$ cat config.mk
export PLATFORM = sky130hd
export DESIGN_NAME = byte_ring_buffer
export DESIGN_NICKNAME = d
export VERILOG_FILES = /design/src/hdl/brb_pkg.sv /design/src/hdl/brb_front.sv /design/src/hdl/brb_back.sv /design/src/hdl/byte_ring_buffer.sv
export VERILOG_INCLUDE_DIRS = /design/src /design/src/hdl
export SDC_FILE = /design/constraint.sdc
export NUM_CORES = 1
export LEC_CHECK = 0
export BUFFER_PORTS_ARGS = -buffer_cell sky130_fd_sc_hd__buf_2
export CORE_UTILIZATION = 40
export CTS_CLUSTER_DIAMETER = 100
export DETAILED_ROUTE_END_ITERATION = 6
export SLEW_MARGIN = 5
export SYNTH_ARGS = -nofsm -noshare
export SYNTH_HDL_FRONTEND = slang
export SYNTH_SLANG_ARGS = --single-unit
export TNS_END_PERCENT = 30
$ cat constraint.sdc
create_clock -name i_clk -period 6.8 [get_ports i_clk]
set_input_delay 0.68 -clock i_clk [delete_from_list [all_inputs] [get_ports i_clk]]
set_output_delay 0.68 -clock i_clk [all_outputs]
set_load 0.02 [all_outputs]
$ cat src/hdl/byte_ring_buffer_assert.svh
// assertion macros used by the byte ring buffer rtl
// expects a clock i_clk and an active-low reset i_rst_n in the including module
`ifndef BYTE_RING_BUFFER_ASSERT_SVH
`define BYTE_RING_BUFFER_ASSERT_SVH

// condition in the same cycle implies the check in the same cycle
`define BRB_ASSERT_SAME(label, cond, check) \
    label: assert property (@(posedge i_clk) disable iff (!i_rst_n) (cond) |-> (check)) \
        else $error("byte ring buffer check failed");

// condition in one cycle implies the check in the next cycle
`define BRB_ASSERT_NEXT(label, cond, check) \
    label: assert property (@(posedge i_clk) disable iff (!i_rst_n) (cond) |=> (check)) \
        else $error("byte ring buffer check failed");

`endif

$ cat src/hdl/brb_pkg.sv
// types, codes and constants of the byte ring buffer
// used by brb_front, brb_back and byte_ring_buffer; depends on nothing
`timescale 1ns / 1ps

package brb_pkg;

    localparam int DEF_BUFFER_DEPTH = 64;
    localparam int CNT_W            = 7;
    localparam int CQ_DEPTH         = 2;
    localparam int OQ_DEPTH         = 4;

    typedef enum logic [1:0] {
        OP_WRITE       = 2'd0,
        OP_PEEK        = 2'd1,
        OP_ADVANCE     = 2'd2,
        OP_PEEK_CONTIG = 2'd3
    } t_op;

    typedef enum logic [2:0] {
        ST_DATA    = 3'd0,
        ST_NONE    = 3'd1,
        ST_WR_OK   = 3'd2,
        ST_WR_REJ  = 3'd3,
        ST_ADV     = 3'd4,
        ST_ADV_IGN = 3'd5
    } t_status;

    typedef enum logic [1:0] {
        CK_WRITE,
        CK_PEEK,
        CK_ADVANCE
    } t_cmd_kind;

    typedef enum logic {
        BK_IDLE,
        BK_PEEK
    } t_back_state;

    typedef struct packed {
        t_op              operation;
        logic [CNT_W-1:0] count;
        logic [7:0]       data_byte;
        logic             last_byte;
    } t_in_item;

    typedef struct packed {
        logic [7:0]       data_byte_out;
        t_status          status;
        logic [CNT_W-1:0] returned_count;
        logic             last;
    } t_out_item;

    // classified command handed from the front to the back
    typedef struct packed {
        t_cmd_kind        kind;
        logic             contig;
        logic             count_zero;
        logic [CNT_W-1:0] count;
        logic [7:0]       data_byte;
        logic             last_byte;
    } t_cmd;

    // result slot travelling beside the store read
    typedef struct packed {
        logic             is_data;
        t_status          status;
        logic [CNT_W-1:0] returned_count;
        logic             last;
    } t_slot;

endpackage

$ cat src/hdl/brb_front.sv
// front end: accepts input words, classifies them and queues commands
// depends on brb_pkg
`timescale 1ns / 1ps

module brb_front
    import brb_pkg::*;
(
    input  logic     i_clk,
    input  logic     i_rst_n,
    input  logic     i_in_valid,
    output logic     o_in_stall,
    input  t_in_item i_in_word,
    output logic     o_cmd_valid,
    input  logic     i_cmd_ready,
    output t_cmd     o_cmd
);

    localparam int QAW = $clog2(CQ_DEPTH);
    localparam int QCW = $clog2(CQ_DEPTH + 1);

    t_cmd           r_q [CQ_DEPTH];
    logic [QAW-1:0] r_wp, n_wp;
    logic [QAW-1:0] r_rp, n_rp;
    logic [QCW-1:0] r_qc, n_qc;
    t_cmd           cmd_in;
    logic           push;
    logic           pop;

    always_comb begin
        cmd_in.contig     = 1'b0;
        cmd_in.count      = i_in_word.count;
        cmd_in.count_zero = (i_in_word.count == '0);
        cmd_in.data_byte  = i_in_word.data_byte;
        cmd_in.last_byte  = i_in_word.last_byte;
        unique case (i_in_word.operation)
            OP_WRITE: begin
                cmd_in.kind = CK_WRITE;
            end
            OP_PEEK: begin
                cmd_in.kind = CK_PEEK;
            end
            OP_ADVANCE: begin
                cmd_in.kind = CK_ADVANCE;
            end
            OP_PEEK_CONTIG: begin
                cmd_in.kind   = CK_PEEK;
                cmd_in.contig = 1'b1;
            end
            default: begin
                cmd_in.kind = CK_ADVANCE;
            end
        endcase
    end

    assign o_in_stall  = (r_qc == QCW'(CQ_DEPTH));
    assign push        = i_in_valid && !o_in_stall;
    assign o_cmd_valid = (r_qc != '0);
    assign pop         = o_cmd_valid && i_cmd_ready;
    assign o_cmd       = r_q[r_rp];

    always_comb begin
        n_wp = push ? QAW'(r_wp + 1'b1) : r_wp;
        n_rp = pop ? QAW'(r_rp + 1'b1) : r_rp;
        n_qc = QCW'(r_qc + QCW'(push) - QCW'(pop));
    end

    always_ff @(posedge i_clk) begin
        if (!i_rst_n) begin
            r_wp <= '0;
            r_rp <= '0;
            r_qc <= '0;
        end else begin
            r_wp <= n_wp;
            r_rp <= n_rp;
            r_qc <= n_qc;
        end
    end

    always_ff @(posedge i_clk) begin
        if (push) begin
            r_q[r_wp] <= cmd_in;
        end
    end

endmodule

$ cat src/hdl/brb_back.sv
// back end: ring store, head/tail/fill bookkeeping, peek sequencer, result queue
// depends on brb_pkg and byte_ring_buffer_assert.svh
`timescale 1ns / 1ps
`include "byte_ring_buffer_assert.svh"

module brb_back
    import brb_pkg::*;
#(
    parameter int BUFFER_DEPTH = DEF_BUFFER_DEPTH
) (
    input  logic      i_clk,
    input  logic      i_rst_n,
    input  logic      i_cmd_valid,
    output logic      o_cmd_ready,
    input  t_cmd      i_cmd,
    output logic      o_out_valid,
    input  logic      i_out_stall,
    output t_out_item o_out_word
);

    localparam int AW  = $clog2(BUFFER_DEPTH);
    localparam int FW  = AW + 1;
    localparam int CW  = CNT_W;
    localparam int OAW = $clog2(OQ_DEPTH);
    localparam int OCW = $clog2(OQ_DEPTH + 1);

    // ring store, read data registered
    logic [7:0]     r_mem [BUFFER_DEPTH];
    logic [7:0]     r_rd_data;

    t_back_state    r_state, n_state;
    logic [AW-1:0]  r_head, n_head;
    logic [AW-1:0]  r_tail, n_tail;
    logic [FW-1:0]  r_fill, n_fill;
    logic           r_run_act, n_run_act;
    logic           r_run_rej, n_run_rej;
    logic [CW-1:0]  r_run_len, n_run_len;
    logic [CW-1:0]  r_run_wr, n_run_wr;
    logic [CW-1:0]  r_pk_n, n_pk_n;
    logic [CW-1:0]  r_pk_left, n_pk_left;
    logic [AW-1:0]  r_pk_idx, n_pk_idx;
    logic           r_s1_vld, n_s1_vld;
    t_slot          r_s1, n_s1;

    t_out_item      r_oq [OQ_DEPTH];
    logic [OAW-1:0] r_oq_wp, r_oq_rp;
    logic [OCW-1:0] r_oc;

    logic           issue_ok;
    logic           cmd_take;
    logic [CW-1:0]  fill_x, free_x, room_x;
    logic [CW-1:0]  pk_n0, pk_n;
    logic           rd_en;
    logic [AW-1:0]  rd_addr;
    logic           wr_en;
    logic           w_start, w_rej, w_store;
    logic [CW-1:0]  w_len, w_wr, w_wr_new;
    logic           adv_ok;
    logic           out_pop;
    t_out_item      s1_item;

    // a slot is issued only when the result queue can take it plus the one in flight
    assign issue_ok    = (OCW'(r_oc + OCW'(r_s1_vld)) <= OCW'(OQ_DEPTH - 1));
    assign o_cmd_ready = (r_state == BK_IDLE) && issue_ok;
    assign cmd_take    = i_cmd_valid && o_cmd_ready;

    always_comb begin
        fill_x = CW'(r_fill);
        free_x = CW'(FW'(BUFFER_DEPTH) - r_fill);
        room_x = CW'(FW'(BUFFER_DEPTH) - FW'(r_tail));
        pk_n0  = (i_cmd.count < fill_x) ? i_cmd.count : fill_x;
        pk_n   = (i_cmd.contig && (pk_n0 > room_x)) ? room_x : pk_n0;

        // first word of a run decides for the whole run
        w_start  = !r_run_act;
        w_rej    = w_start ? (i_cmd.count_zero || (i_cmd.count > free_x)) : r_run_rej;
        w_len    = w_start ? i_cmd.count : r_run_len;
        w_wr     = w_start ? '0 : r_run_wr;
        w_store  = !w_rej && (w_wr < w_len);
        w_wr_new = CW'(w_wr + CW'(w_store));

        adv_ok = !i_cmd.count_zero && (i_cmd.count <= fill_x);
    end

    always_comb begin
        n_state = r_state;
        unique case (r_state)
            BK_IDLE: begin
                if (cmd_take && (i_cmd.kind == CK_PEEK) && (pk_n > CW'(1))) begin
                    n_state = BK_PEEK;
                end
            end
            BK_PEEK: begin
                if (issue_ok && (r_pk_left == CW'(1))) begin
                    n_state = BK_IDLE;
                end
            end
            default: begin
                n_state = BK_IDLE;
            end
        endcase
    end

    always_comb begin
        n_head    = r_head;
        n_tail    = r_tail;
        n_fill    = r_fill;
        n_run_act = r_run_act;
        n_run_rej = r_run_rej;
        n_run_len = r_run_len;
        n_run_wr  = r_run_wr;
        n_pk_n    = r_pk_n;
        n_pk_left = r_pk_left;
        n_pk_idx  = r_pk_idx;
        n_s1_vld  = 1'b0;
        n_s1      = r_s1;
        rd_en     = 1'b0;
        rd_addr   = r_tail;
        wr_en     = 1'b0;
        unique case (r_state)
            BK_IDLE: begin
                if (cmd_take) begin
                    n_s1_vld = 1'b1;
                    n_s1.is_data = 1'b0;
                    n_s1.last    = 1'b1;
                    unique case (i_cmd.kind)
                        CK_WRITE: begin
                            wr_en  = w_store;
                            n_head = w_store ? AW'(r_head + 1'b1) : r_head;
                            n_s1.status         = w_store ? ST_WR_OK : ST_WR_REJ;
                            n_s1.returned_count = w_rej ? '0 : w_wr_new;
                            n_s1.last           = i_cmd.last_byte;
                            if (i_cmd.last_byte) begin
                                if (!w_rej) begin
                                    n_fill = FW'(r_fill + FW'(w_wr_new));
                                end
                                n_run_act = 1'b0;
                                n_run_rej = 1'b0;
                                n_run_len = '0;
                                n_run_wr  = '0;
                            end else begin
                                n_run_act = 1'b1;
                                n_run_rej = w_rej;
                                n_run_len = w_len;
                                n_run_wr  = w_wr_new;
                            end
                        end
                        CK_ADVANCE: begin
                            if (adv_ok) begin
                                n_tail = AW'(r_tail + AW'(i_cmd.count));
                                n_fill = FW'(r_fill - FW'(i_cmd.count));
                                n_s1.status         = ST_ADV;
                                n_s1.returned_count = i_cmd.count;
                            end else begin
                                n_s1.status         = ST_ADV_IGN;
                                n_s1.returned_count = '0;
                            end
                        end
                        CK_PEEK: begin
                            if (pk_n == '0) begin
                                n_s1.status         = ST_NONE;
                                n_s1.returned_count = '0;
                            end else begin
                                rd_en   = 1'b1;
                                rd_addr = r_tail;
                                n_s1.is_data        = 1'b1;
                                n_s1.status         = ST_DATA;
                                n_s1.returned_count = pk_n;
                                n_s1.last           = (pk_n == CW'(1));
                                n_pk_n    = pk_n;
                                n_pk_left = CW'(pk_n - 1'b1);
                                n_pk_idx  = AW'(r_tail + 1'b1);
                            end
                        end
                        default: begin
                            n_s1_vld = 1'b0;
                        end
                    endcase
                end
            end
            BK_PEEK: begin
                if (issue_ok) begin
                    rd_en    = 1'b1;
                    rd_addr  = r_pk_idx;
                    n_s1_vld = 1'b1;
                    n_s1.is_data        = 1'b1;
                    n_s1.status         = ST_DATA;
                    n_s1.returned_count = r_pk_n;
                    n_s1.last           = (r_pk_left == CW'(1));
                    n_pk_left = CW'(r_pk_left - 1'b1);
                    n_pk_idx  = AW'(r_pk_idx + 1'b1);
                end
            end
            default: begin
                n_s1_vld = 1'b0;
            end
        endcase
    end

    always_ff @(posedge i_clk) begin
        if (wr_en) begin
            r_mem[r_head] <= i_cmd.data_byte;
        end
        if (rd_en) begin
            r_rd_data <= r_mem[rd_addr];
        end
    end

    always_ff @(posedge i_clk) begin
        if (!i_rst_n) begin
            r_state   <= BK_IDLE;
            r_head    <= '0;
            r_tail    <= '0;
            r_fill    <= '0;
            r_run_act <= 1'b0;
            r_run_rej <= 1'b0;
            r_run_len <= '0;
            r_run_wr  <= '0;
            r_pk_n    <= '0;
            r_pk_left <= '0;
            r_pk_idx  <= '0;
            r_s1_vld  <= 1'b0;
        end else begin
            r_state   <= n_state;
            r_head    <= n_head;
            r_tail    <= n_tail;
            r_fill    <= n_fill;
            r_run_act <= n_run_act;
            r_run_rej <= n_run_rej;
            r_run_len <= n_run_len;
            r_run_wr  <= n_run_wr;
            r_pk_n    <= n_pk_n;
            r_pk_left <= n_pk_left;
            r_pk_idx  <= n_pk_idx;
            r_s1_vld  <= n_s1_vld;
        end
    end

    always_ff @(posedge i_clk) begin
        r_s1 <= n_s1;
    end

    // result queue decouples the back end from a stalling receiver
    always_comb begin
        s1_item.data_byte_out  = r_s1.is_data ? r_rd_data : 8'd0;
        s1_item.status         = r_s1.status;
        s1_item.returned_count = r_s1.returned_count;
        s1_item.last           = r_s1.last;
    end

    assign o_out_valid = (r_oc != '0);
    assign o_out_word  = r_oq[r_oq_rp];
    assign out_pop     = o_out_valid && !i_out_stall;

    always_ff @(posedge i_clk) begin
        if (!i_rst_n) begin
            r_oq_wp <= '0;
            r_oq_rp <= '0;
            r_oc    <= '0;
        end else begin
            if (r_s1_vld) begin
                r_oq_wp <= OAW'(r_oq_wp + 1'b1);
            end
            if (out_pop) begin
                r_oq_rp <= OAW'(r_oq_rp + 1'b1);
            end
            r_oc <= OCW'(r_oc + OCW'(r_s1_vld) - OCW'(out_pop));
        end
    end

    always_ff @(posedge i_clk) begin
        if (r_s1_vld) begin
            r_oq[r_oq_wp] <= s1_item;
        end
    end

    `BRB_ASSERT_SAME(a_fill_bound, 1'b1, r_fill <= FW'(BUFFER_DEPTH))
    `BRB_ASSERT_SAME(a_ring_consistent, !r_run_act, AW'(r_head - r_tail) == r_fill[AW-1:0])
    `BRB_ASSERT_SAME(a_oq_no_overflow, r_s1_vld, r_oc < OCW'(OQ_DEPTH))
    `BRB_ASSERT_SAME(a_peek_left, r_state == BK_PEEK, r_pk_left != '0)
    `BRB_ASSERT_NEXT(a_store_read_lands, rd_en, r_s1_vld && r_s1.is_data)

endmodule

$ cat src/hdl/byte_ring_buffer.sv
// top level of the byte ring buffer: front end and back end joined by the command queue
// depends on brb_pkg, brb_front and brb_back
`timescale 1ns / 1ps

// Byte FIFO kept in a ring of BUFFER_DEPTH entries (a power of two).
// Input channel: i_in_valid / o_in_stall with one t_in_item word per handshake.
// Operation write stores one byte of a run, peek and contiguous peek return
// bytes from the tail without consuming them, advance consumes count bytes if stored.
// Output channel: o_out_valid / i_out_stall with one t_out_item word per handshake;
// every input word gives at least one result word, a peek gives one per byte.
// The first result of a word passes the command queue, then the issue stage with
// its store read, then the result queue, once the back end is free to take it.
// Write and advance words go through at one per cycle while the receiver does not
// stall; a peek holds the back end until all its bytes are issued, as the single
// store read port delivers one byte per cycle, so the next word waits behind it.
// When the receiver stalls, the four-entry result queue fills, the back end stops
// issuing, the two-entry command queue fills and o_in_stall rises.
// Reset clears head, tail, fill count, run state and both queues; the store
// itself is left as it is and is only read where it was written.

module byte_ring_buffer
    import brb_pkg::*;
#(
    parameter int BUFFER_DEPTH = DEF_BUFFER_DEPTH
) (
    input  logic      i_clk,
    input  logic      i_rst_n,
    input  logic      i_in_valid,
    output logic      o_in_stall,
    input  t_in_item  i_in_word,
    output logic      o_out_valid,
    input  logic      i_out_stall,
    output t_out_item o_out_word
);

    logic cmd_valid;
    logic cmd_ready;
    t_cmd cmd;

    brb_front u_front (
        .i_clk       (i_clk),
        .i_rst_n     (i_rst_n),
        .i_in_valid  (i_in_valid),
        .o_in_stall  (o_in_stall),
        .i_in_word   (i_in_word),
        .o_cmd_valid (cmd_valid),
        .i_cmd_ready (cmd_ready),
        .o_cmd       (cmd)
    );

    brb_back #(
        .BUFFER_DEPTH (BUFFER_DEPTH)
    ) u_back (
        .i_clk       (i_clk),
        .i_rst_n     (i_rst_n),
        .i_cmd_valid (cmd_valid),
        .o_cmd_ready (cmd_ready),
        .i_cmd       (cmd),
        .o_out_valid (o_out_valid),
        .i_out_stall (i_out_stall),
        .o_out_word  (o_out_word)
    );

endmodule
==> results of run 1 <==
-- metrics by stage --
stage / std cells / setup slack [ps] / instance area (µm²) / power [µW] / hold slack (ps)
after floorplan: 1945 / 1820 / 30700 / 7380 / 427
after global placement: 2997 / 1000 / 32500 / 8250 / 436
after detailed placement: 2997 / 772 / 32500 / 8300 / 443
after CTS: 3136 / 726 / 35100 / 12400 / 201
after global routing: 3136 / 197 / 35100 / 12900 / 216
final: 3136 / 687 / 35100 / 12300 / 235
-- area by class of cell --
type | count | share of cell area (%)
clock buffers | 101 | 6.05
clock inverters | 38 | 1.17
flip-flops and latches | 719 | 59.5
inverters | 42 | 0.449
repair buffers | 133 | 2.69
well taps | 1030 | 3.67
multi-input cells | 1073 | 26.5
-- state kept, by name, indices dropped and copies added (netlist names), 2 cells and up, named ones only --
signal,count
u_front.r_q,40
u_back.r_rd_data,8
u_back.r_head,6
u_back.fill_x,7
u_back.r_oc,3
u_back.r_mem,512
u_front.r_qc,2
u_back.r_oq_wp,2
u_back.r_run_wr,7
u_back.r_pk_idx,6
u_back.r_pk_n,7
u_back.r_oq_rp,2
u_back.r_tail,6
u_back.r_oq,76
u_back.r_s1,12
u_back.r_run_len,7
u_back.r_pk_left,7
-- metal layers --
layer	wire length, µm	GRT usage, %
met4	1860	6.18
met5	0	0
met2	34900	30.5
met1	29900	24.5
met3	4290	3.16
-- cells in the final DEF (no fill, tap or decap), types with 11 or more instances in the layout --
cell type    n
a21oi_1     54
o21ai_0     53
nand3_1     51
xor2_1      16
edfxtp_1   648
mux2i_1     48
clkbuf_1    17
buf_4       87
nor2_1      78
buf_2       42
inv_1       39
clkinv_2    16
nand3b_1    12
nor3_1      87
a31oi_1     14
mux2_2      11
xnor2_1     22
nand2_1    184
dfxtp_1     71
ha_1        62
a211oi_1    11
clkbuf_16   80
mux4_2     147
and2_1      30
and3_1      11
a21o_1      15
-- power breakdown --
part | total (µW) | switching [µW] | internal (µW)
sequential | 5580 | 163 | 5420
combinational | 2640 | 1770 | 866
clock | 4120 | 1740 | 2380
-- worst register-to-register path: stages (launching register included) --
cell	delay, ps
dfxtp_1	640
mux2i_1	490
ha_1	360
and3b_1	210
o21ai_1	500
a21oi_1	200
and2_1	190
ha_1	290
a211oi_1	270
o21bai_1	160
o21ai_0	200
buf_4	220
nor2_1	60
a21oi_1	380
ha_1	390
nand2_1	220
o21ai_4	510
nand2_1	390
a221oi_2	340
-- cell families after synthesis --
logic type	after synthesis	synth area share, %
AOI/OAI and AO/OA	256	5.64
xor gates and xnor gates	38	1.08
adders and majority gates	65	2.72
buffers and inverters	153	1.98
DFF	719	68.0
muxes	209	12.9
and+or+nand+nor	505	7.75
-- worst max-delay path by stage --
stage | startpoint | endpoint | cells past startpoint
after CTS | flop | u_back.r_pk_left[2]$_SDFFE_PN0P_ | 18
after global routing | flop | u_back.r_pk_left[2]$_SDFFE_PN0P_ | 18
after global placement | flop | u_back.r_pk_left[2]$_SDFFE_PN0P_ | 18
final | flop | u_back.r_pk_left[2]$_SDFFE_PN0P_ | 18
after detailed placement | flop | u_back.r_pk_left[2]$_SDFFE_PN0P_ | 18
after floorplan | flop | u_back.r_pk_n[0]$_SDFFE_PN0P_ | 21
==> summary.md, run 1 <==
| Metric | Value |
|---|---|
| Status | complete, no violations |
| ANT nets after route | 0 |
| All-Layer GR Usage | between 10% and 20% |
| Yosys cell types | 74 |
| Worst-path clk slew | approximately 60 ps |
| WL final | ~71 mm |
| CTS tree | built |
| Cells along the critical path | mux2i_1, ha_1, and3b_1, o21ai_1, a21oi_1, and2_1, ha_1, a211oi_1, o21bai_1, o21ai_0, buf_4, nor2_1, a21oi_1, ha_1, nand2_1, o21ai_4, nand2_1, a221oi_2 |
| Hold endpoint | u_front.r_q[1][6]$_DFFE_PP_ |
| Synth top cells by count | edfxtp_1, nand2_1, mux4_2 |
| Top cells by area, synth | edfxtp_1, mux4_2, dfxtp_1 |
| Max Root-Sink Buffers | 3 |
| Area grow syn2layout | 14.2% |
| Pre-Repair DR Iteration Count | 5 |
| Hold Buf Count CTS | 0 |
| Initial DRC Count | around 1,400 |
| First-pass GRT wire length | approximately 110 mm |
| Drt via density | 5.52 |
| Initial core utilization | 40.4% |
| CP Max Fanout | 16 |
| Hold_sp | i_in_word[6] |
| WP data arrival | 6640 ps |
| CTS Buf Count | 78 |
| Share of cells above drive strength 1 | 20.5% |
| Sequential Area | 0.0209 mm² |
| Ys async rst share | 0% |
| Worst r2r path cells | 18 |
| Synth area leader | edfxtp_1 |
| Worst Setup End Kind | flop |
| Routed wire per std cell | around 23 µm |
| Synthesized area per cell | 15.8 µm² |
| Latest clock arrival within the worst-skew pair | 640 ps |
| Clock Skews | around 39 ps |
| Grt total ovfl | 0 |
| HPWL after DPL | 44.2 mm |
| P per Cell Area | 352 mW/mm² |
| Slew Limit Fails | 0 |
| Max-Cap Viols | 0 |
| Largest net degree at the start of global routing | 95 |
| Htree depth | 3 |
| Critical Path Source Type | flop |
| Post-Syn Nets | 2,032 |
| EDFF count, synth | 648 |
| CP peak stage delay | 640 ps |
| Final setup vio count | 0 |
| Critical path type | flop to flop |
| Rel. slew slack | ~19% |
| DIE WIDTH | 279 µm |
| # IOs | 43 |
| Number of fill cells | about 6,500 |
| Core Region | 0.0759 mm² |
| Final hold violation count | 0 |
| R2r setup slk | 690 ps |
| Number of clock sinks | 719 |
| Die area | 0.0779 mm² |
| Worst hold path depth | 1 |
| Peak supply drop | 0.182 mV |
| DR vias | 17,300 |
| Post-Synthesis Cells | 1,945 |
| Synth Register Bits | 719 |
| Util after Layout | 46.2% |
| Seq/Total Area, Yosys | about two thirds |
| Row cnt | around 100 |
| Postcts setup bufs | 0 |
| Vias in the first global route | 17,500 |
| Cell Area, Synth | 0.0307 mm² |
| CP dominant cell by count | ha_1 |
| Reg2reg end | u_back.r_pk_left[2]$_SDFFE_PN0P_ |
| Pleak | 0.0120 µW |
| CP max stage cell | dfxtp_1 |
| TNS Setup | 0 ps |
| CP required | around 7300 ps |
| Routability-driven placement congestion ratio | 0.889 |
| F_max | 164 MHz |
| Top_reg_cell synth | edfxtp_1 |
| Post-CTS Resized | 0 |
| Remaining routing DRC violations | 0 |
| Post-route clock period utilization | 89.9% |
| Period minus WS final | 6110 ps |
| Most numerous cell in the Yosys netlist | edfxtp_1 |
| Final net count | between 2,000 and 2,500 |
| CP bufs+invs | 1 |
| Top cell type's share of synthesized area | 63.3% |
| Worst hold path type | input port to flop |
| Initial antenna violation count | 0 |
| Area of the multi-input gates | ~0.0093 mm² |
| # diodes | 0 |
| Die span in y | roughly 280 µm |
| RSZ-0062 raised after global routing | false |
| I/O Buffers | 42 |
| Worst slew pin tran | roughly 1200 ps |
| Crit path max-delay family | compound AO/OA/AOI/OAI gates |
| Root buffer selected by CTS | clkbuf_16 |
| YS warnings | 0 |
No activity file was read; power rests on OpenSTA's default activity.
==> inputs of run 2 (changes only) <==
--- a/config.mk
+++ b/config.mk
@@ -7,7 +7,7 @@
 export NUM_CORES = 1
 export LEC_CHECK = 0
 export BUFFER_PORTS_ARGS = -buffer_cell sky130_fd_sc_hd__buf_2
-export CORE_UTILIZATION = 40
+export CORE_UTILIZATION = 30
 export CTS_CLUSTER_DIAMETER = 100
 export DETAILED_ROUTE_END_ITERATION = 6
 export SLEW_MARGIN = 5
==> summary.md, run 2 (synthesized netlist as in run 1, its figures left out) <==
| Metric | Value |
|---|---|
| Status | complete, no violations |
| CP dominant cell by count | ha_1 |
| Critical path type | flop to flop |
| CTS Buf Count | 76 (-2.6%) |
| Core Region | 0.102 mm² (+34%) |
| # diodes | 0 (unchanged) |
| TNS Setup | 0 ps (unchanged) |
| Commonest cells after routing, fill and taps aside | edfxtp_1, nand2_1, mux4_2 |
| Most common cell after layout, fill and taps aside | edfxtp_1 |
| Area grow syn2layout | 15.2% |
| CP Max Fanout | 16 (unchanged) |
| CTS tree | built |
| Worst hold path type | input port to flop |
| WL final | 71.1 mm (+0.12%) |
| Largest net degree at the start of global routing | 81 (-15%) |
| Share of cells above drive strength 1 | 20.1% (-0.39 points) |
| DIE WIDTH | 322 µm (+15%) |
| First-pass GRT wire length | 108 mm (+1.2%) |
| Biggest register | u_back.r_mem |
| Initial DRC Count | 1,730 (+21%) |
| P per Cell Area | 346 mW/mm² (-1.7%) |
| Row cnt | 117 (+16%) |
| Peak supply drop | 0.200 mV (+9.6%) |
| Vias in the first global route | 17,700 (+1.4%) |
| Number of clock sinks | 719 (unchanged) |
| Util after Layout | 34.8% (-11 points) |
| Met2 track demand over resource | 23.0% (-7.4 points) |
| Critical Path Source Type | flop |
| Clock Skews | 37.5 ps (-1.25 ps) |
| CP max stage cell | o21ai_1 |
| CP required | 7330 ps (about the same) |
| Most used routing layer | met2 |
| DR vias | 17,500 (+1.2%) |
| Number of fill cells | 9,644 (+48%) |
| Max-Cap Viols | 0 (unchanged) |
| Die area | 0.104 mm² (+33%) |
| # IOs | 43 (unchanged) |
| ANT nets after route | 0 (unchanged) |
| Final setup vio count | 0 (unchanged) |
| Drt via density | 5.05 (-8.5%) |
| M3 GR Usage | 2.25% (-0.91 points) |
| WP data arrival | 6920 ps (+280 ps) |
| Routability-driven placement congestion ratio | 0.886 (-0.34%) |
| HPWL after DPL | 44.3 mm (+0.30%) |
| Cells along the critical path | mux2i_1, ha_1, and3b_1, o21ai_1, a21oi_1, and2_1, ha_1, a211oi_1, o21bai_1, o21ai_1, nor2_1, a21oi_1, ha_1, nand2_1, o21ai_4, nand2_1, a221oi_2 |
| Initial antenna violation count | 0 (unchanged) |
| Max Root-Sink Buffers | 3 (unchanged) |
| Postcts setup bufs | 0 (unchanged) |
| F_max | 156 MHz (-4.3%) |
| Worst slew pin tran | 1160 ps (-55.4 ps) |
| Largest register FFs | 512 (unchanged) |
| I/O Buffers | 42 (unchanged) |
| Final hold violation count | 0 (unchanged) |
| GR Util met1 | 18.3% (-6.1 points) |
| Latest clock arrival within the worst-skew pair | 630 ps (about the same) |
| Period minus WS final | 6390 ps (+278 ps) |
| Remaining routing DRC violations | 0 (unchanged) |
| Grt total ovfl | 0 (unchanged) |
| All-Layer GR Usage | 13.8% (-4.6 points) |
| Post-route clock period utilization | 94.0% (+4.1 points) |
| Rel. slew slack | 22.3% (+3.7 points) |
| Routed wire per std cell | 20.5 µm (-9.5%) |
| Final net count | 2,131 (-0.14%) |
| Die span in y | 322 µm (+15%) |
| CP peak stage delay | 600 ps (-40 ps) |
| Initial core utilization | 30.2% (-10 points) |
| Htree depth | 3 (unchanged) |
| Worst Setup End Kind | flop |
| Pleak | 0.0119 µW (-0.65%) |
| Top Registers | u_back.r_mem x512, u_back.r_oq x76, u_front.r_q x40 |
| Root buffer selected by CTS | clkbuf_16 |
| Hold_sp | i_in_word[0] |
| Pre-Repair DR Iteration Count | 6 (+1) |
| Worst-path clk slew | 60 ps (about the same) |
| RSZ-0062 raised after global routing | false |
| Slew Limit Fails | 0 (unchanged) |
==> run 2: cell count changes in the layout (fill, tap and decap cells not counted), moves of 2 or more <==
cell       change
clkbuf_16      -2
clkbuf_8       -4
clkinv_1       +5
clkinv_16      -3
clkinv_2       -6
==> run 2: through the flow <==
step | hold WS [ps] | std cells | area [µm²] | power (µW) | worst slack, ps
after floorplan | 427 | 1945 | 30700 | 7380 | 1820
after global placement | 440 | 3334 | 33000 | 8230 | 503
after detailed placement | 449 | 3334 | 33000 | 8310 | 360
after CTS | 208 | 3470 | 35400 | 12300 | 305
after global routing | 220 | 3470 | 35400 | 12800 | 21.5
final | 243 | 3470 | 35400 | 12200 | 410
==> run 2: path summary, 6_finish.rpt <==
check | endpoint | slack, ps | cells after the start
max | u_back.r_pk_left[2]$_SDFFE_PN0P_ | 410 | 17
min | u_front.r_q[0][0]$_DFFE_PP_ | 240 | 1
max reg2reg | u_back.r_pk_left[2]$_SDFFE_PN0P_ | 410 | 17
min reg2reg | u_back.r_pk_n[5]$_SDFFE_PN0P_ | 460 | 2
==> run 2: area by class of cell <==
class                      instances  area, µm²  area share [%]
clock buffer                      96       2020            5.71
clock inverter                    40        402            1.14
inverter                          42        158           0.446
multi-input combinational       1073       9280            26.2
sequential                       719      20900            59.0
tap                             1368       1710            4.84
timing repair buffer             132        923            2.61
==> run 2: timing repair <==
action                                  in CTS  in global routing
gates resized for setup                      0                  1
hold buffers                                 0                  0
endpoints found under the setup margin       0                 13
==> run 2: where the power goes <==
| part | total (µW) | internal, µW | switching, µW |
|---|---|---|---|
| clock network | 4010 | 2320 | 1700 |
| registers | 5580 | 5420 | 162 |
| logic | 2650 | 866 | 1780 |
| total | 12200 | 8600 | 3640 |
==> run 2: critical path: cells and delay by family, from the launching register on <==
| kind | cells | cell delay (ps) |
|---|---|---|
| flops | 1 | 580 |
| simple gates | 5 | 1140 |
| compound gates | 8 | 3050 |
| mux | 1 | 460 |
| fa+ha+maj | 3 | 1040 |
==> run 2: per-layer routing <==
layer  vias to the layer above  part of all wire (%)
li1                       7848                     -
met5                         -                     0
met1                      9016                    43
met2                       557                    49
met4                         0                   2.3
met3                       111                   5.5
==> inputs of run 3 (changes only) <==
--- a/config.mk
+++ b/config.mk
@@ -13,5 +13,6 @@
 export SLEW_MARGIN = 5
 export SYNTH_ARGS = -nofsm -noshare
 export SYNTH_HDL_FRONTEND = slang
+export SYNTH_HIERARCHICAL = 1
 export SYNTH_SLANG_ARGS = --single-unit
 export TNS_END_PERCENT = 30
==> summary.md, run 3 <==
| Metric | Value |
|---|---|
| Biggest register | u_back/r_mem |
| Pint | 8270 µW (-3.9%) |
| Final net count | 2,065 (-3.1%) |
| Final setup vio count | 0 (unchanged) |
| DR vias | 16,600 (-5.1%) |
| WL final | 69.5 mm (-2.3%) |
| Worst hold path depth | 1 (unchanged) |
| Die area | 0.103 mm² (-0.49%) |
| Synth area leader | edfxtp_1 |
| CP max stage cell | mux2_2 |
| Pre-Repair DR Iteration Count | 5 (-1) |
| Switch Pwr | 3170 µW (-13%) |
| Post-Synthesis Cells | 1,920 (-1.3%) |
| Postcts setup bufs | 0 (unchanged) |
| Synth top cells by count | edfxtp_1, nand2_1, nor2_1 |
| Peak supply drop | 0.180 mV (-10%) |
| R2r setup slk | 950 ps (+540 ps) |
| Reg2reg end | u_back/r_pk_left[2]$_SDFFE_PN0P_ |
| Placed cell count | 3,255 (-2.4%) |
| Grt total ovfl | 0 (unchanged) |
| Latest clock arrival within the worst-skew pair | 640 ps (about the same) |
| Ys async rst share | 0% (unchanged) |
| Seq/Total Area, Yosys | 68.3% (+0.34 points) |
| Worst r2r path cells | 21 (+4) |
| YS warnings | 6 (+6) |
| Rel. slew slack | 21.2% (-1.1 points) |
| Flop pwr share | 48.0% (+2.4 points) |
| Largest net degree at the start of global routing | 73 (-9.9%) |
| CP bufs+invs | 5 (+5) |
| Hold_sp | i_in_word[5] |
| Final cell count without fillers | 3,395 (-2.2%) |
| TNS Setup | 0 ps (unchanged) |
| Post-route clock period utilization | 86.0% (-7.9 points) |
| CP required | 7310 ps (-20 ps) |
| # IOs | 43 (unchanged) |
| Root buffer selected by CTS | clkbuf_16 |
| Cells along the critical path | buf_4, mux2_2, inv_1, ha_1, and4_1, a21bo_4, a22o_2, mux2i_1, inv_1, ha_1, a211oi_1, o21bai_1, o21ai_1, mux2_2, inv_1, ha_1, a31oi_4, nor2_4, inv_4, o21a_1, o221a_1 |
| Pleak | 0.0116 µW (-2.7%) |
| Top cell type's share of synthesized area | 63.7% (+0.31 points) |
| CTS tree | built |
| All-Layer GR Usage | 13.5% (-0.33 points) |
| Worst slew pin tran | 1180 ps (+23.7 ps) |
| CP Max Fanout | 18 (+2) |
| Worst Setup End Kind | flop |
| Htree depth | 3 (unchanged) |
| Power share of the combinational group | 16.9% (-4.7 points) |
| Status | complete, no violations |
| Drt via density | 4.90 (-3.0%) |
| Synth Register Bits | 719 (unchanged) |
| F_max | 171 MHz (+9.2%) |
| Clock Power Share | 35.1% (+2.3 points) |
| Cell Area, Synth | 0.0306 mm² (-0.49%) |
| Post-Syn Nets | 2,009 (-1.1%) |
| Core Region | 0.101 mm² (-1.0%) |
| CP peak stage delay | 470 ps (-130 ps) |
| Number of clock sinks | 719 (unchanged) |
| Share of cells above drive strength 1 | 18.9% (-1.2 points) |
| Top cells by area, synth | edfxtp_1, mux4_2, dfxtp_1 |
| EDFF count, synth | 648 (unchanged) |
| Area grow syn2layout | 13.8% |
| I/O Buffers | 42 (unchanged) |
| RSZ-0062 raised after global routing | false |
| Critical Path Source Type | flop |
| P per Cell Area | 329 mW/mm² (-5.0%) |
| Slew Limit Fails | 0 (unchanged) |
| Largest register FFs | 512 (unchanged) |
| Initial core utilization | 30.4% (+0.15 points) |
| ANT nets after route | 0 (unchanged) |
| Period minus WS final | 5850 ps (-540 ps) |
| Routed wire per std cell | 20.5 µm (-0.11%) |
| Top_reg_cell synth | edfxtp_1 |
| Worst hold path type | input port to flop |
| Top Registers | u_back/r_mem x512, u_back/r_oq x76, u_front/r_q x40 |
| WP data arrival | 6370 ps (-550 ps) |
| Initial DRC Count | 1,299 (-25%) |
| Most numerous cell in the Yosys netlist | edfxtp_1 |
| Commonest cells after routing, fill and taps aside | edfxtp_1, nand2_1, nor2_1 |
| Remaining routing DRC violations | 0 (unchanged) |
| Most common cell after layout, fill and taps aside | edfxtp_1 |
| Post-CTS Resized | 0 (unchanged) |
| Initial antenna violation count | 0 (unchanged) |
| Number of fill cells | 9,446 (-2.1%) |
| Clock Skews | 25.6 ps (-11.9 ps) |
| First-pass GRT wire length | 106 mm (-2.4%) |
| Vias in the first global route | 17,100 (-3.7%) |
| Max Root-Sink Buffers | 3 (unchanged) |
| DIE WIDTH | 321 µm (-0.25%) |
| Critical path type | flop to flop |
| CTS Buf Count | 76 (unchanged) |
| Yosys cell types | 79 (+6.8%) |
| # diodes | 0 (unchanged) |
| Max-Cap Viols | 0 (unchanged) |
| Row cnt | 116 (-0.85%) |
| Hold Buf Count CTS | 0 (unchanged) |
| Routability-driven placement congestion ratio | 0.878 (-0.89%) |
| HPWL after DPL | 43.2 mm (-2.6%) |
| Synthesized area per cell | 15.9 µm² (+0.80%) |
| Crit path max-delay family | compound AO/OA/AOI/OAI gates |
| Switching part of the total | 27.7% (-2.0 points) |
| Die span in y | 321 µm (-0.25%) |
| Final hold violation count | 0 (unchanged) |
| Hold endpoint | u_front/r_q[1][5]$_DFFE_PP_ |
| Worst-path clk slew | 60 ps (about the same) |
-- run 3: changes by cell type in the layout (fill, tap and decap cells not counted), moves of 9 or more --
cell      change
mux2_2       +10
nand3_1      -17
and2_1       +10
buf_4        -54
mux2i_1      -17
nor3_1       -66
a211oi_1     +13
a31oi_1       +9
nor2_1       +75
-- run 3: cell families (layout without fill, tap and decap cells) --
| family | after synthesis | after routing | synth area share, % |
|---|---|---|---|
| buffers and inverters | 148 | 266 | 2.13 |
| adder cells (fa/ha/maj) | 67 | 67 | 2.82 |
| XOR/XNOR | 42 | 42 | 1.23 |
| AND/OR/NAND/NOR | 492 | 492 | 7.30 |
| multiplexers | 202 | 202 | 12.7 |
| AO/OA/AOI/OAI | 250 | 250 | 5.49 |
| flip-flops | 719 | 719 | 68.3 |
-- run 3: through the flow --
step / utilization, % / power [µW] / instance area, µm² / hold slack, ps / setup WS (ps)
final: 34.6 / 11400 / 34800 / 240 / 949
after floorplan: - / 6800 / 30600 / 450 / 1950
after global placement: 32.2 / 7480 / 32400 / 459 / 1140
after CTS: 34.6 / 11600 / 34800 / 203 / 1000
after detailed placement: 32.2 / 7550 / 32400 / 478 / 1060
after global routing: 34.6 / 11900 / 34800 / 223 / 564
-- run 3: how the worst max path moves through the flow --
stage | slack, ps | end | cells past startpoint | start
2_1_floorplan | 1950 | u_back/r_pk_left[2]$_SDFFE_PN0P_ | 22 | flop
3_3_place_gp | 1140 | u_back/r_pk_idx[4]$_SDFFE_PN0P_ | 22 | flop
3_5_place_dp | 1060 | u_back/r_pk_left[2]$_SDFFE_PN0P_ | 21 | flop
4_1_cts | 1000 | u_back/r_pk_left[2]$_SDFFE_PN0P_ | 21 | flop
5_1_grt | 560 | u_back/r_pk_idx[4]$_SDFFE_PN0P_ | 22 | flop
6_report | 950 | u_back/r_pk_left[2]$_SDFFE_PN0P_ | 21 | flop
-- run 3: power by group through the flow --
| stage | logic [µW] | registers, µW | clock network, µW |
|---|---|---|---|
| final | 1930 | 5490 | 4020 |
| after detailed placement | 1960 | 5590 | 0 |
| after floorplan | 1300 | 5510 | 0 |
| after global routing | 2120 | 5510 | 4270 |
| after global placement | 1910 | 5570 | 0 |
| after CTS | 1970 | 5490 | 4120 |
-- run 3: final cells by class --
| type | instances | area [µm²] | share of cell area (%) |
|---|---|---|---|
| sequential | 719 | 20900 | 60.0 |
| multi-input combinational | 1053 | 9100 | 26.2 |
| clock buffer | 101 | 2050 | 5.88 |
| tap | 1357 | 1700 | 4.88 |
| timing repair buffer | 78 | 518 | 1.49 |
| clock inverter | 39 | 364 | 1.05 |
| inverter | 48 | 183 | 0.525 |
-- run 3: per-layer routing --
layer  part of all wire, %  track usage [%]  vias up
met5                     0                0        -
met4                   2.1             3.99        0
met3                   5.1             2.15       90
met2                    51             23.4      439
met1                    42             17.2     8566
li1                      -                -     7549
